<file path="src/design/sobel_pkg.sv">
// ----------------------------------------------------------------------------
// sobel_pkg
// Shared types and constants for the RGB Sobel edge magnitude core.
// ----------------------------------------------------------------------------
`default_nettype none

package sobel_pkg;

  localparam int MaxWidth  = 1024;
  localparam int MaxHeight = 1024;
  localparam int ColW      = $clog2(MaxWidth);

  typedef logic [ColW-1:0] col_t;
  typedef logic [10:0]     dim_t;
  typedef logic [20:0]     item_t;
  typedef logic [21:0]     sq_t;

  localparam logic [7:0] MagMax   = 8'd255;
  localparam sq_t        SatLimit = 22'd65280;

  // configuration register indexes
  localparam logic CfgWidth  = 1'b0;
  localparam logic CfgHeight = 1'b1;

  typedef struct packed {
    logic       op;
    logic [7:0] red_in;
    logic [7:0] green_in;
    logic [7:0] blue_in;
  } in_t;

  typedef struct packed {
    logic [7:0] red_out;
    logic [7:0] green_out;
    logic [7:0] blue_out;
    logic       last_pixel;
  } out_t;

  // masked 3x3 neighbourhood, px[row][col], top-left first
  typedef struct packed {
    logic [2:0][2:0][23:0] px;
    logic                  last;
  } win_t;

  typedef enum logic {
    F_IDLE,
    F_READ
  } front_state_e;

  typedef enum logic [2:0] {
    B_IDLE,
    B_SQUARE,
    B_ROOT,
    B_ROUND,
    B_OUT
  } back_state_e;

endpackage

`default_nettype wire

</file>
<file path="src/design/sobel_back.sv">
// ----------------------------------------------------------------------------
// sobel_back
// Gradients, squares and a bit-serial rounded square root per channel.
// ----------------------------------------------------------------------------
`default_nettype none

module sobel_back (
  input  wire logic             clk_i,
  input  wire logic             rst_ni,
  input  wire logic             empty_i,
  input  wire sobel_pkg::win_t  win_i,
  output logic                  pop_o,
  output logic                  out_valid_o,
  input  wire logic             out_stall_i,
  output sobel_pkg::out_t       out_data_o
);

  sobel_pkg::back_state_e state_q, state_d;

  logic signed [11:0] gx_d [3];
  logic signed [11:0] gy_d [3];
  logic signed [11:0] gx_q [3];
  logic signed [11:0] gy_q [3];
  sobel_pkg::sq_t     s_q  [3];
  logic [7:0]         r_q  [3];
  logic [7:0]         res_d [3];
  logic [2:0]         bit_q;
  logic               last_q;
  sobel_pkg::out_t    out_q;
  logic [2:0][2:0][7:0] p [3];

  assign pop_o       = (state_q == sobel_pkg::B_IDLE) && !empty_i;
  assign out_valid_o = (state_q == sobel_pkg::B_OUT);
  assign out_data_o  = out_q;

  always_comb begin
    for (int ch = 0; ch < 3; ch++) begin
      for (int r = 0; r < 3; r++) begin
        for (int c = 0; c < 3; c++) begin
          p[ch][r][c] = win_i.px[r][c][23-8*ch -: 8];
        end
      end
      gx_d[ch] = (12'(p[ch][0][2]) + (12'(p[ch][1][2]) << 1) + 12'(p[ch][2][2]))
               - (12'(p[ch][0][0]) + (12'(p[ch][1][0]) << 1) + 12'(p[ch][2][0]));
      gy_d[ch] = (12'(p[ch][2][0]) + (12'(p[ch][2][1]) << 1) + 12'(p[ch][2][2]))
               - (12'(p[ch][0][0]) + (12'(p[ch][0][1]) << 1) + 12'(p[ch][0][2]));
    end
  end

  // round to nearest: step up when s lies above r*r + r; saturate to MagMax above SatLimit
  always_comb begin
    for (int ch = 0; ch < 3; ch++) begin
      if (s_q[ch] > sobel_pkg::SatLimit) res_d[ch] = sobel_pkg::MagMax;
      else if (s_q[ch] > 22'(16'(r_q[ch]) * 16'(r_q[ch])) + 22'(r_q[ch]))
        res_d[ch] = r_q[ch] + 8'd1;
      else res_d[ch] = r_q[ch];
    end
  end

  always_ff @(posedge clk_i or negedge rst_ni) begin
    if (!rst_ni) state_q <= sobel_pkg::B_IDLE;
    else state_q <= state_d;
  end

  always_comb begin
    state_d = state_q;
    unique case (state_q)
      sobel_pkg::B_IDLE:   if (!empty_i) state_d = sobel_pkg::B_SQUARE;
      sobel_pkg::B_SQUARE: state_d = sobel_pkg::B_ROOT;
      sobel_pkg::B_ROOT:   if (bit_q == '0) state_d = sobel_pkg::B_ROUND;
      sobel_pkg::B_ROUND:  state_d = sobel_pkg::B_OUT;
      sobel_pkg::B_OUT:    if (!out_stall_i) state_d = sobel_pkg::B_IDLE;
      default:             state_d = sobel_pkg::B_IDLE;
    endcase
  end

  always_ff @(posedge clk_i) begin
    unique case (state_q)
      sobel_pkg::B_IDLE: begin
        for (int ch = 0; ch < 3; ch++) begin
          gx_q[ch] <= gx_d[ch];
          gy_q[ch] <= gy_d[ch];
        end
        last_q <= win_i.last;
      end
      sobel_pkg::B_SQUARE: begin
        for (int ch = 0; ch < 3; ch++) begin
          s_q[ch] <= 22'(gx_q[ch] * gx_q[ch]) + 22'(gy_q[ch] * gy_q[ch]);
          r_q[ch] <= '0;
        end
        bit_q <= 3'd7;
      end
      sobel_pkg::B_ROOT: begin
        // one result bit per cycle, msb first
        for (int ch = 0; ch < 3; ch++) begin
          if (22'(16'(r_q[ch] | (8'd1 << bit_q)) * 16'(r_q[ch] | (8'd1 << bit_q)))
              <= s_q[ch])
            r_q[ch] <= r_q[ch] | (8'd1 << bit_q);
        end
        bit_q <= bit_q - 3'd1;
      end
      sobel_pkg::B_ROUND: begin
        out_q.red_out    <= res_d[0];
        out_q.green_out  <= res_d[1];
        out_q.blue_out   <= res_d[2];
        out_q.last_pixel <= last_q;
      end
      sobel_pkg::B_OUT: ;
      default: ;
    endcase
  end

endmodule

`default_nettype wire

</file>
<file path="config.mk">
export PLATFORM = sky130hd
export DESIGN_NAME = sobel_back
export DESIGN_NICKNAME = d
export VERILOG_FILES = /design/src/design/sobel_pkg.sv /design/src/design/sobel_back.sv
export SDC_FILE = /design/constraint.sdc
export NUM_CORES = 2
export LEC_CHECK = 0
export BUFFER_PORTS_ARGS = -buffer_cell sky130_fd_sc_hd__buf_2
export CAP_MARGIN = 15
export CORE_UTILIZATION = 50
export CTS_BUF_LIST = sky130_fd_sc_hd__clkbuf_4 sky130_fd_sc_hd__clkbuf_8
export DETAILED_ROUTE_END_ITERATION = 16
export PLACE_DENSITY = 0.71
export SLEW_MARGIN = 20
export SYNTH_ARGS = -nofsm -noshare
export SYNTH_HDL_FRONTEND = slang
export SYNTH_SLANG_ARGS = --single-unit
</file>
<file path="constraint.sdc">
create_clock -name clk_i -period 6.7 [get_ports clk_i]
set_input_delay 1.675 -clock clk_i [delete_from_list [all_inputs] [get_ports clk_i]]
set_output_delay 1.675 -clock clk_i [all_outputs]
set_load 0.03 [all_outputs]
</file>
==> results.yml <==
finish:
  area_growth_pct: 14.6
  nFillCells: 8839
  num-nets-final: 8046
  finalInstanceArea_mm2: 0.0616
  most-common-layout-cells: "inv_1, fa_1, ha_1"
  layout.cells.most_common: "inv_1"
  drive_gt1_frac: 0.170
route:
  drt_iter0_drc: 1688
  detailroute.via_count: 37100
  wl_per_cell_um: 15.5
  ant_nets: 0
  detail_route.vias_per_cell: 5.01
  firstDrtPassIters: 6
  remaining_drc_errors: 0
  drt_wl_total_mm: 115
sta:
  timing_hold_violations_final: 0
  fin_ws_ps: -478
  setup_violations: 48
  slew_headroom: 0.0758
  fmax_mhz: 139
  rsz0062_at_grt: "true"
  timing.final.crit_period_ps: 7180
  fin_skew_ps: 31.7
  finalMaxSlewViolations: 0
  finalCritPeriodShare: 1.07
  worst_slew_pin_slew_ps: 1380
critical_path:
  critical_path_peak_fanout: 8
  setup.reg_to_reg.worst_slack_ps: -480
  timing.critical_path.arrival_ps: 7540
  crit_buf_inv: 8
  critical_path.slowest_cell: "fa_1"
  worst-endpoint-required_ps: 7060
  type_of_the_worst_setup_path: "reg -> reg"
  max_stage_delay_ps: 540
  critical_path.startpoint_type: "flip-flop"
  critical_path.endpoint_type: "flip-flop"
  cp_common_cell: "fa_1"
  path_delay_family: "adder cells"
clock_tree:
  cts_root_buffer: "clkbuf_8"
  clk_transition_reported_paths_ps: 110
  cts_buffers: 17
  max-clock-path-buffers: 2
  cts_tree: "yes"
  cts.htree.levels: 4
  clock_insertion_delay_worst_skew_ps: 620
  clkSinkCount: 194
floorplanning:
  floorplan.die_area_mm2: 0.109
  io_pins: 248
  initial_util: 0.507
  die_width_um: 330
  core.rowCount: 119
  core-area_mm2: 0.106
  die-height_um: 330
synth:
  syn_inst: 5399
  ys.flop_type: "edfxtp_1"
  yosysWarningCount: 0
  number_of_nets_produced_by_synthesis: 7445
  synth_seq_cells: 194
  synth-edff-count: 191
  share_of_flip_flops_with_an_asynchronous_set_or_reset: 0.0155
  synth_sequential_area_ratio: 0.108
  synth.distinct_cells: 73
  synthesis.area_per_instance_um2: 9.96
  netlist_area_mm2: 0.0538
status:
  run_status: "finished, violations left"
  violations: "setup timing"
place:
  dpl_cell_area_mm2: 0.0593
  gp_routability_congestion: 0.889
  dpl.hpwl_mm: 101
  io_buffer_count: 223
grt:
  antenna_violations_before_repair: 5
  largest_net_degree_at_the_start_of_global_routing: 50
  grt_util_all_layers: 0.223
  first_global_vias: 40800
  gr-total-overflow: 0
  grt_first_pass_wirelength_mm: 194
min_path:
  type_of_the_tightest_min_delay_check: "reg -> reg"
run:
  max_cap_viol_count: 0
[per-stage QoR]
step | cells | setup WS (ps) | util | setup TNS, ps | hold slack [ps]
after floorplan | 5399 | -79.2 | - | -1450 | 400
after global placement | 7271 | -425 | 0.559 | -14220 | 405
after detailed placement | 7271 | -503 | 0.559 | -18490 | 408
after CTS | 7335 | -361 | 0.569 | -11840 | 432
after global routing | 7405 | -777 | 0.581 | -31700 | 448
final | 7405 | -478 | 0.581 | -17030 | 432
[registers in the layout, indices dropped and copies added, names as in the netlist]
signal and count:
s_q 66, gx_q 36, gy_q 36, out_data_o 25, r_q 24, bit_q 3, state_q 3, last_q 1
[area by class of cell]
class,instances,area [µm²],share of cell area
Multi-Input combinational cell,3628,43300,0.703
Sequential cell,194,5810,0.0943
Inverter,1467,5510,0.0895
Timing Repair Buffer,692,4860,0.0789
Tap cell,1391,1740,0.0282
Clock buffer,18,241,0.00392
Clock inverter,14,145,0.00235
Antenna cell,1,2.50,0.0000406
[worst paths after layout]
kind,depth (start not counted),end,from
min in group asynchronous,1,state_q[0],rst_ni
max in group asynchronous,1,state_q[1],rst_ni
worst min register to register,0,out_data_o[0],last_q
worst max-delay path,34,r_q[0][19],bit_q[0]
worst min-delay path,0,out_data_o[0],last_q
worst max register to register,34,r_q[0][19],bit_q[0]
[routing by layer]
metal	vias up	GRT usage	part of all wire
li1	17500	-	-
met1	18700	0.288	0.42
met2	694	0.395	0.51
met3	134	0.0268	0.042
met4	0	0.0584	0.020
met5	-	0	0
[cells by family after synthesis]
group,after synthesis,synth area share
muxes,9,0.00181
DFF,194,0.108
AOI/OAI and AO/OA,424,0.0498
and+or+nand+nor,1113,0.105
adders and majority gates,1825,0.582
xor gates and xnor gates,257,0.0421
buffers and inverters,1577,0.111
[cell usage after synthesis, types with 6 or more instances]
cell type  number  share of area
inv_1        1464           0.10
fa_1         1128           0.42
ha_1          697           0.16
nand2_1       303          0.021
and2_1        293          0.034
nor2_1        236          0.016
edfxtp_1      191           0.11
xnor2_1       181          0.029
a21oi_1       149          0.014
clkbuf_1      102         0.0071
o21ai_0        76         0.0071
a21o_1         75          0.010
xor2_1         75          0.012
nor2b_1        48         0.0056
nor3_1         43         0.0040
nand2b_1       38         0.0044
nand4_1        26         0.0030
o21a_1         26         0.0036
nand3_1        25         0.0023
a211oi_1       21         0.0029
nor2_4         20         0.0042
or2_2          19         0.0022
and3_1         14         0.0016
nor4_1         14         0.0016
o21bai_1       11         0.0015
or3_1          10         0.0012
a31oi_1         8        0.00093
a31o_2          6        0.00098
and4_1          6        0.00098
mux2_2          6         0.0013
[repair_timing]
item	CTS	global route
gates cloned	1	0
hold buffers	0	0
setup endpoints to repair	59	82
pin swaps	77	105
buffers inserted	33	72
gates resized for setup	99	187
Power is not shown: default switching activity piles up to over one toggle a cycle in this logic, so the estimate is an artifact.
