## src/design/sobel_pkg.sv

```systemverilog
// ----------------------------------------------------------------------------
// sobel_pkg
// Shared types and constants for the RGB Sobel edge magnitude core.
// ----------------------------------------------------------------------------
`default_nettype none

package sobel_pkg;

  localparam int MaxWidth  = 1024;
  localparam int MaxHeight = 1024;
  localparam int ColW      = $clog2(MaxWidth);

  typedef logic [ColW-1:0] col_t;
  typedef logic [10:0]     dim_t;
  typedef logic [20:0]     item_t;
  typedef logic [21:0]     sq_t;

  localparam logic [7:0] MagMax   = 8'd255;
  localparam sq_t        SatLimit = 22'd65280;

  // configuration register indexes
  localparam logic CfgWidth  = 1'b0;
  localparam logic CfgHeight = 1'b1;

  typedef struct packed {
    logic       op;
    logic [7:0] red_in;
    logic [7:0] green_in;
    logic [7:0] blue_in;
  } in_t;

  typedef struct packed {
    logic [7:0] red_out;
    logic [7:0] green_out;
    logic [7:0] blue_out;
    logic       last_pixel;
  } out_t;

  // masked 3x3 neighbourhood, px[row][col], top-left first
  typedef struct packed {
    logic [2:0][2:0][23:0] px;
    logic                  last;
  } win_t;

  typedef enum logic {
    F_IDLE,
    F_READ
  } front_state_e;

  typedef enum logic [2:0] {
    B_IDLE,
    B_SQUARE,
    B_ROOT,
    B_ROUND,
    B_OUT
  } back_state_e;

endpackage

`default_nettype wire

```

## src/design/sobel_fifo.sv

```systemverilog
// ----------------------------------------------------------------------------
// sobel_fifo
// Two-entry queue of windows between the front and the back.
// ----------------------------------------------------------------------------
`default_nettype none

module sobel_fifo (
  input  wire logic             clk_i,
  input  wire logic             rst_ni,
  input  wire logic             push_i,
  input  wire sobel_pkg::win_t  data_i,
  output logic                  full_o,
  input  wire logic             pop_i,
  output logic                  empty_o,
  output sobel_pkg::win_t       data_o
);

  sobel_pkg::win_t mem_q [2];
  logic       wr_q, rd_q;
  logic [1:0] cnt_q;

  assign full_o  = (cnt_q == 2'd2);
  assign empty_o = (cnt_q == 2'd0);
  assign data_o  = mem_q[rd_q];

  always_ff @(posedge clk_i or negedge rst_ni) begin
    if (!rst_ni) begin
      wr_q  <= 1'b0;
      rd_q  <= 1'b0;
      cnt_q <= '0;
    end else begin
      if (push_i) wr_q <= ~wr_q;
      if (pop_i) rd_q <= ~rd_q;
      if (push_i && !pop_i) cnt_q <= cnt_q + 2'd1;
      else if (pop_i && !push_i) cnt_q <= cnt_q - 2'd1;
    end
  end

  always_ff @(posedge clk_i) begin
    if (push_i) mem_q[wr_q] <= data_i;
  end

  a_no_overflow: assert property (@(posedge clk_i) disable iff (!rst_ni)
    full_o |-> !push_i) else $error("push into full queue");
  a_no_underflow: assert property (@(posedge clk_i) disable iff (!rst_ni)
    empty_o |-> !pop_i) else $error("pop from empty queue");
  a_count_range: assert property (@(posedge clk_i) disable iff (!rst_ni)
    cnt_q != 2'd3) else $error("queue count out of range");

endmodule

`default_nettype wire

```

## config.mk

```make
export PLATFORM = sky130hd
export DESIGN_NAME = sobel_fifo
export DESIGN_NICKNAME = d
export VERILOG_FILES = /design/src/design/sobel_pkg.sv /design/src/design/sobel_fifo.sv
export SDC_FILE = /design/constraint.sdc
export NUM_CORES = 1
export LEC_CHECK = 0
export BUFFER_PORTS_ARGS = -buffer_cell sky130_fd_sc_hd__buf_4
export CAP_MARGIN = 20
export CORE_AREA = 8 8 288 179
export CTS_CLUSTER_SIZE = 14
export DETAILED_ROUTE_END_ITERATION = 6
export DIE_AREA = 0 0 296 187
export PLACE_DENSITY = 0.62
export SLEW_MARGIN = 20
export SYNTH_ARGS = -nofsm -noshare
export SYNTH_HDL_FRONTEND = slang
export SYNTH_SLANG_ARGS = --single-unit
```

## constraint.sdc

```tcl
create_clock -name clk_i -period 11.95 [get_ports clk_i]
set_input_delay 2.39 -clock clk_i [delete_from_list [all_inputs] [get_ports clk_i]]
set_output_delay 2.39 -clock clk_i [all_outputs]
set_load 0.1 [all_outputs]
```

==> metrics.md, run 1 <==
| Metric | Value |
|---|---|
| Unique masters post-synth | 15 |
| Chip width | 296 um |
| Initial DRC Count | 486 |
| Cell area after layout | 21600 um^2 |
| Worst reg2reg path endpoint | mem_q[1][86] |
| Tmin final | 6.16 ns |
| Hold path cells | 1 |
| Grt total ovfl | 0 |
| Routed vias | 8141 |
| CTS tree | built |
| Area Growth Syn to Fin | 32.8% |
| Worst Path Arrival | 3.77 ns |
| Layout Nets | 1383 |
| Postcts setup bufs | 0 |
| CP max-delay cell | dfrtp_4 |
| Number of endpoints failing setup at the final stage | 0 |
| Place WS | 6.29 ns |
| First-pass GRT wire length | 54600 um |
| Hold_buf cts | 0 |
| Finished Core Util | 0.458 |
| Fin worst setup slack | 5.79 ns |
| Initial core utilization | 0.345 |
| Netlist area before placement | 16300 um^2 |
| Synthesized net count | 913 |
| FF-to-FF Start | wr_q |
| Min-delay worst type | reg -> reg |
| Clock skew | 0.00731 ns |
| Routed Wire Length | 37400 um |
| GRT Max-Usage Layer | met2 |
| Worst-Margin Slew | 1.06 ns |
| Mapped Cells | 691 |
| Largest net degree at the start of global routing | 71 |
| # rows | 62 |
| Max Clk Rate | 162 MHz |
| Top Family by Delay on Critical Path | buffers and inverters |
| CTS Buf Count | 43 |
| Setup CP Type | reg -> out |
| Synth Area per Inst | 23.6 um^2 |
| Most common cell in the synthesized netlist | edfxtp_1 |
| Clk Latency, worst-skew pair | 0.52 ns |
| Worst path required time | 9.56 ns |
| Routed WL per cell | 20.4 um |
| Setup TNS | 0 ns |
| CP Launch Type | flip-flop |
| Cells along the critical path | buf_4 -> buf_4 -> mux2_2 -> buf_4 |
| Vias per inst | 4.44 |
| Area after DPL | 20200 um^2 |
| Largest stage delay on the critical path | 0.94 ns |
| Final period utilization | 0.515 |
| Grt met2 use | 0.205 |
| Die H | 187 um |
| Max clock buf depth | 3 |
| Flop2flop setup slack | 8.87 ns |
| Synth top area cells | edfxtp_1 (80%), mux2_4 (9.2%), mux2_2 (8.1%) |
| Number of global-route vias before repair | 8883 |
| Total track usage | 0.128 |
| Share of the synthesized area in the top cell type | 0.801 |
| Clk sink count | 438 |
| RSZ-0062 raised after global routing | false |
| Initial antenna violation count | 1 |
| Commonest cells in the netlist | edfxtp_1 (434), mux2_2 (117), mux2_4 (100), buf_2 (10), buf_8 (10) |
| Hold Path End | cnt_q[1] |
| Critical path peak fanout | 60 |
| Max Cap Viol | 0 |
| Post-synth top area cell | edfxtp_1 |
| Worst slew margin | 0.295 |
| CP Capture Type | output port |
| Hold Crit Start | cnt_q[1] |
| DP HPWL | 26200 um |
| GP Congestion | 0.746 |
| Final antenna-violating net count | 0 |
| I/O Buffers | 439 |
| # IOs | 440 |
| Status | finished clean |
| Met3 GRT Util | 0.0555 |
| Register area share after synthesis | 0.807 |
| Synth warn | 0 |
| Routing usage on met1 | 0.159 |
| Final Slew Violations | 0 |
| Core area | 47200 um^2 |
| Buf+Inv Stages, Crit Path | 3 |
| #FFs+latches synth | 438 |
| Clock transition at path regs | 0.06 ns |
| Most frequent CP cell | buf_4 |
| Drt drc | 0 |
| Reg2Reg Depth | 3 |
| Share of cells above drive strength 1 | 0.609 |
| # H-tree levels | 2 |
| Root Buffer | clkbuf_16 |
| PostCTS Resize Cnt | 0 |
| Primary FF master, synth | edfxtp_1 |
| Hold Fails Final Rpt | 0 |
| Initial DRT Pass Iterations | 4 |
| Asr flop ratio synth | 0.00913 |
| Die area | 55400 um^2 |
| EDFF count, synth | 434 |
[kinds of logic after synthesis]
group / count (synthesis) / synth area share
flops: 438 / 0.807
fa+ha+maj: 1 / 0.000769
simple gates: 5 / 0.00161
buf+inv: 25 / 0.0148
mux: 217 / 0.173
xor+xnor: 5 / 0.00269
[state kept, by name (all words and copies together), names as in the netlist]
register and cells:
wr_q 1, mem_q 434, rd_q 1, cnt_q 2
[through the flow]
step	hold slack [ns]	cells
3_5_place_dp	0.478	1756
6_report	0.493	1833
5_1_grt	0.505	1832
4_1_cts	0.491	1832
3_3_place_gp	0.483	1756
2_1_floorplan	0.456	691
[area by class of cell]
| cell class | instances | area [um^2] |
|---|---|---|
| clock buffer | 54 | 1160 |
| inverter | 1 | 3.75 |
| timing repair buffer | 449 | 3370 |
| tap | 640 | 801 |
| multi-input combinational | 228 | 2910 |
| fill | 4107 | 25600 |
| sequential | 438 | 13100 |
| antenna | 1 | 2.50 |
| clock inverter | 22 | 229 |
[metal layers]
layer	routed length [um]	part of all wire
met4	728	0.019
met1	15300	0.41
met3	4040	0.11
met5	8	0.00021
met2	17300	0.46
[cells in the final DEF (no fill, tap or decap), drive strengths merged]
master    count
buf         449
edfxtp      434
mux2        217
clkbuf       54
clkinv       16
bufinv        5
xor2          4
dfrtp         4
nor2          2
nor2b         2
diode         1
and2          1
inv           1
xnor2         1
ha            1
clkinvlp      1
[worst max path at each step]
stage           start     endpoint  slack (ns)  cells past startpoint
3_5_place_dp     rd_q  data_o[207]        6.29                      4
6_report         rd_q  data_o[206]        5.79                      4
5_1_grt          rd_q  data_o[207]        5.54                      4
3_3_place_gp     rd_q  data_o[208]        6.31                      4
4_1_cts          rd_q  data_o[207]        5.70                      4
2_1_floorplan  push_i  mem_q[0][0]        3.47                      1
Power of run 1 is not shown: default switching activity piles up to over one toggle a cycle in this logic, so the estimate is an artifact.
==> run 2: changes to the inputs <==
==> constraint.sdc (replaced) <==
create_clock -name clk_i -period 6.2 [get_ports clk_i]
set_input_delay 1.24 -clock clk_i [delete_from_list [all_inputs] [get_ports clk_i]]
set_output_delay 1.24 -clock clk_i [all_outputs]
set_load 0.1 [all_outputs]
==> metrics.md, run 2 (synthesis results as in run 1) <==
| Metric | Value |
|---|---|
| Core area | 47200 um^2 |
| CP max-delay cell | dfrtp_4 |
| # IOs | 440 |
| # diodes | 0 |
| Initial DRC Count | 514 |
| Clk sink count | 438 |
| CTS Buf Count | 42 |
| Clk Latency, worst-skew pair | 0.53 ns |
| Die area | 55400 um^2 |
| Largest stage delay on the critical path | 0.82 ns |
| Buf+Inv Stages, Crit Path | 2 |
| Share of cells above drive strength 1 | 0.605 |
| Top Family by Delay on Critical Path | flip-flops |
| Initial antenna violation count | 2 |
| GP Congestion | 0.747 |
| Commonest non-fill, non-tap cells in the layout | buf_4 (441), edfxtp_1 (434), mux2_2 (117) |
| Total track usage | 0.125 |
| Min-delay worst type | reg -> reg |
| Setup TNS | 0 ns |
| CP Launch Type | flip-flop |
| Max reg flops | 434 |
| Number of global-route vias before repair | 8536 |
| Final Slew Violations | 0 |
| I/O Buffers | 439 |
| Drt drc | 0 |
| # H-tree levels | 2 |
| Root Buffer | clkbuf_16 |
| Max Cap Viol | 0 |
| Largest net degree at the start of global routing | 161 |
| Commonest non-fill, non-tap cell in the layout | buf_4 |
| # rows | 62 |
| DP HPWL | 25000 um |
| Fin worst setup slack | 2.31 ns |
| Worst Path Arrival | 2.65 ns |
| Critical path peak fanout | 85 |
| Final period utilization | 0.628 |
| Hold Fails Final Rpt | 0 |
| Layout Nets | 1380 |
| Vias per inst | 4.39 |
| Initial DRT Pass Iterations | 6 |
| Top reg by flops | mem_q |
| Place WS | 2.84 ns |
| CP Capture Type | output port |
| Final antenna-violating net count | 0 |
| Die H | 187 um |
| Chip width | 296 um |
| Worst slew margin | 0.334 |
| Routed WL per cell | 20.0 um |
| CTS tree | built |
| Cells along the critical path | buf_12 -> mux2_2 -> buf_4 |
| Postcts setup bufs | 0 |
| Hold_buf cts | 0 |
| Number of endpoints failing setup at the final stage | 0 |
| Grt total ovfl | 0 |
| Worst path required time | 4.96 ns |
| Setup CP Type | reg -> out |
| Area Growth Syn to Fin | 32.6% |
| Initial core utilization | 0.345 |
| PostCTS Resize Cnt | 0 |
| Worst-Margin Slew | 1.00 ns |
| Routed vias | 8044 |
| Status | finished clean |
| Routed Wire Length | 36700 um |
| Largest regs | mem_q x434, cnt_q x2 |
| RSZ-0062 raised after global routing | false |
| Clock transition at path regs | 0.06 ns |
| Clock skew | 0.0110 ns |
| Max Clk Rate | 257 MHz |
| Tmin final | 3.89 ns |
| First-pass GRT wire length | 53900 um |
| Max clock buf depth | 3 |
-- run 2: changes by cell type in the layout (fill, tap and decap cells not counted), sizes merged --
cell,before,now
bufinv,5,1
clkbuf,54,57
buf,449,447
inv,1,3
diode,1,0
-- run 2: worst register-to-register path: stages, from the launching register on --
cell,delay (ns)
dfrtp_1,0.42
and2_4,0.83
buf_12,0.49
-- run 2: layout make-up --
cell class                      count  area (um^2)
Inverter                            1         3.75
Multi-Input combinational cell    228         2910
Clock inverter                     20          120
Timing Repair Buffer              447         3440
Fill cell                        4125        25600
Sequential cell                   438        13100
Clock buffer                       57         1170
Tap cell                          640          801
-- run 2: through the flow --
step / hold WS [ns] / area (um^2) / util / std cells
6_report: 0.491 / 21600 / 0.458 / 1831
5_1_grt: 0.455 / 21600 / 0.458 / 1831
4_1_cts: 0.453 / 21600 / 0.457 / 1830
3_5_place_dp: 0.484 / 20300 / 0.430 / 1753
3_3_place_gp: 0.473 / 20300 / 0.430 / 1753
2_1_floorplan: 0.456 / 16300 / - / 691
-- run 2: final timing paths --
path | start | end | slack, ns | depth (start not counted)
worst min-delay path | cnt_q[1] | cnt_q[1] | 0.49 | 1
min in group asynchronous | rst_ni | cnt_q[0] | 0.50 | 1
worst max-delay path | rd_q | data_o[184] | 2.31 | 3
worst min register to register | cnt_q[1] | cnt_q[1] | 0.49 | 1
worst max register to register | wr_q | mem_q[1][167] | 4.00 | 2
max in group asynchronous | rst_ni | rd_q | 5.58 | 1
-- run 2: routing by layer --
metal | share of wire | GRT usage | up-vias | wire length, um
met5 | 0.00074 | 0 | - | 27
met4 | 0.018 | 0.0276 | 4 | 650
met3 | 0.11 | 0.0586 | 59 | 4050
met2 | 0.47 | 0.199 | 282 | 17200
met1 | 0.40 | 0.155 | 4005 | 14800
li1 | - | - | 3694 | -
Power of run 2 is left out for the same reason.
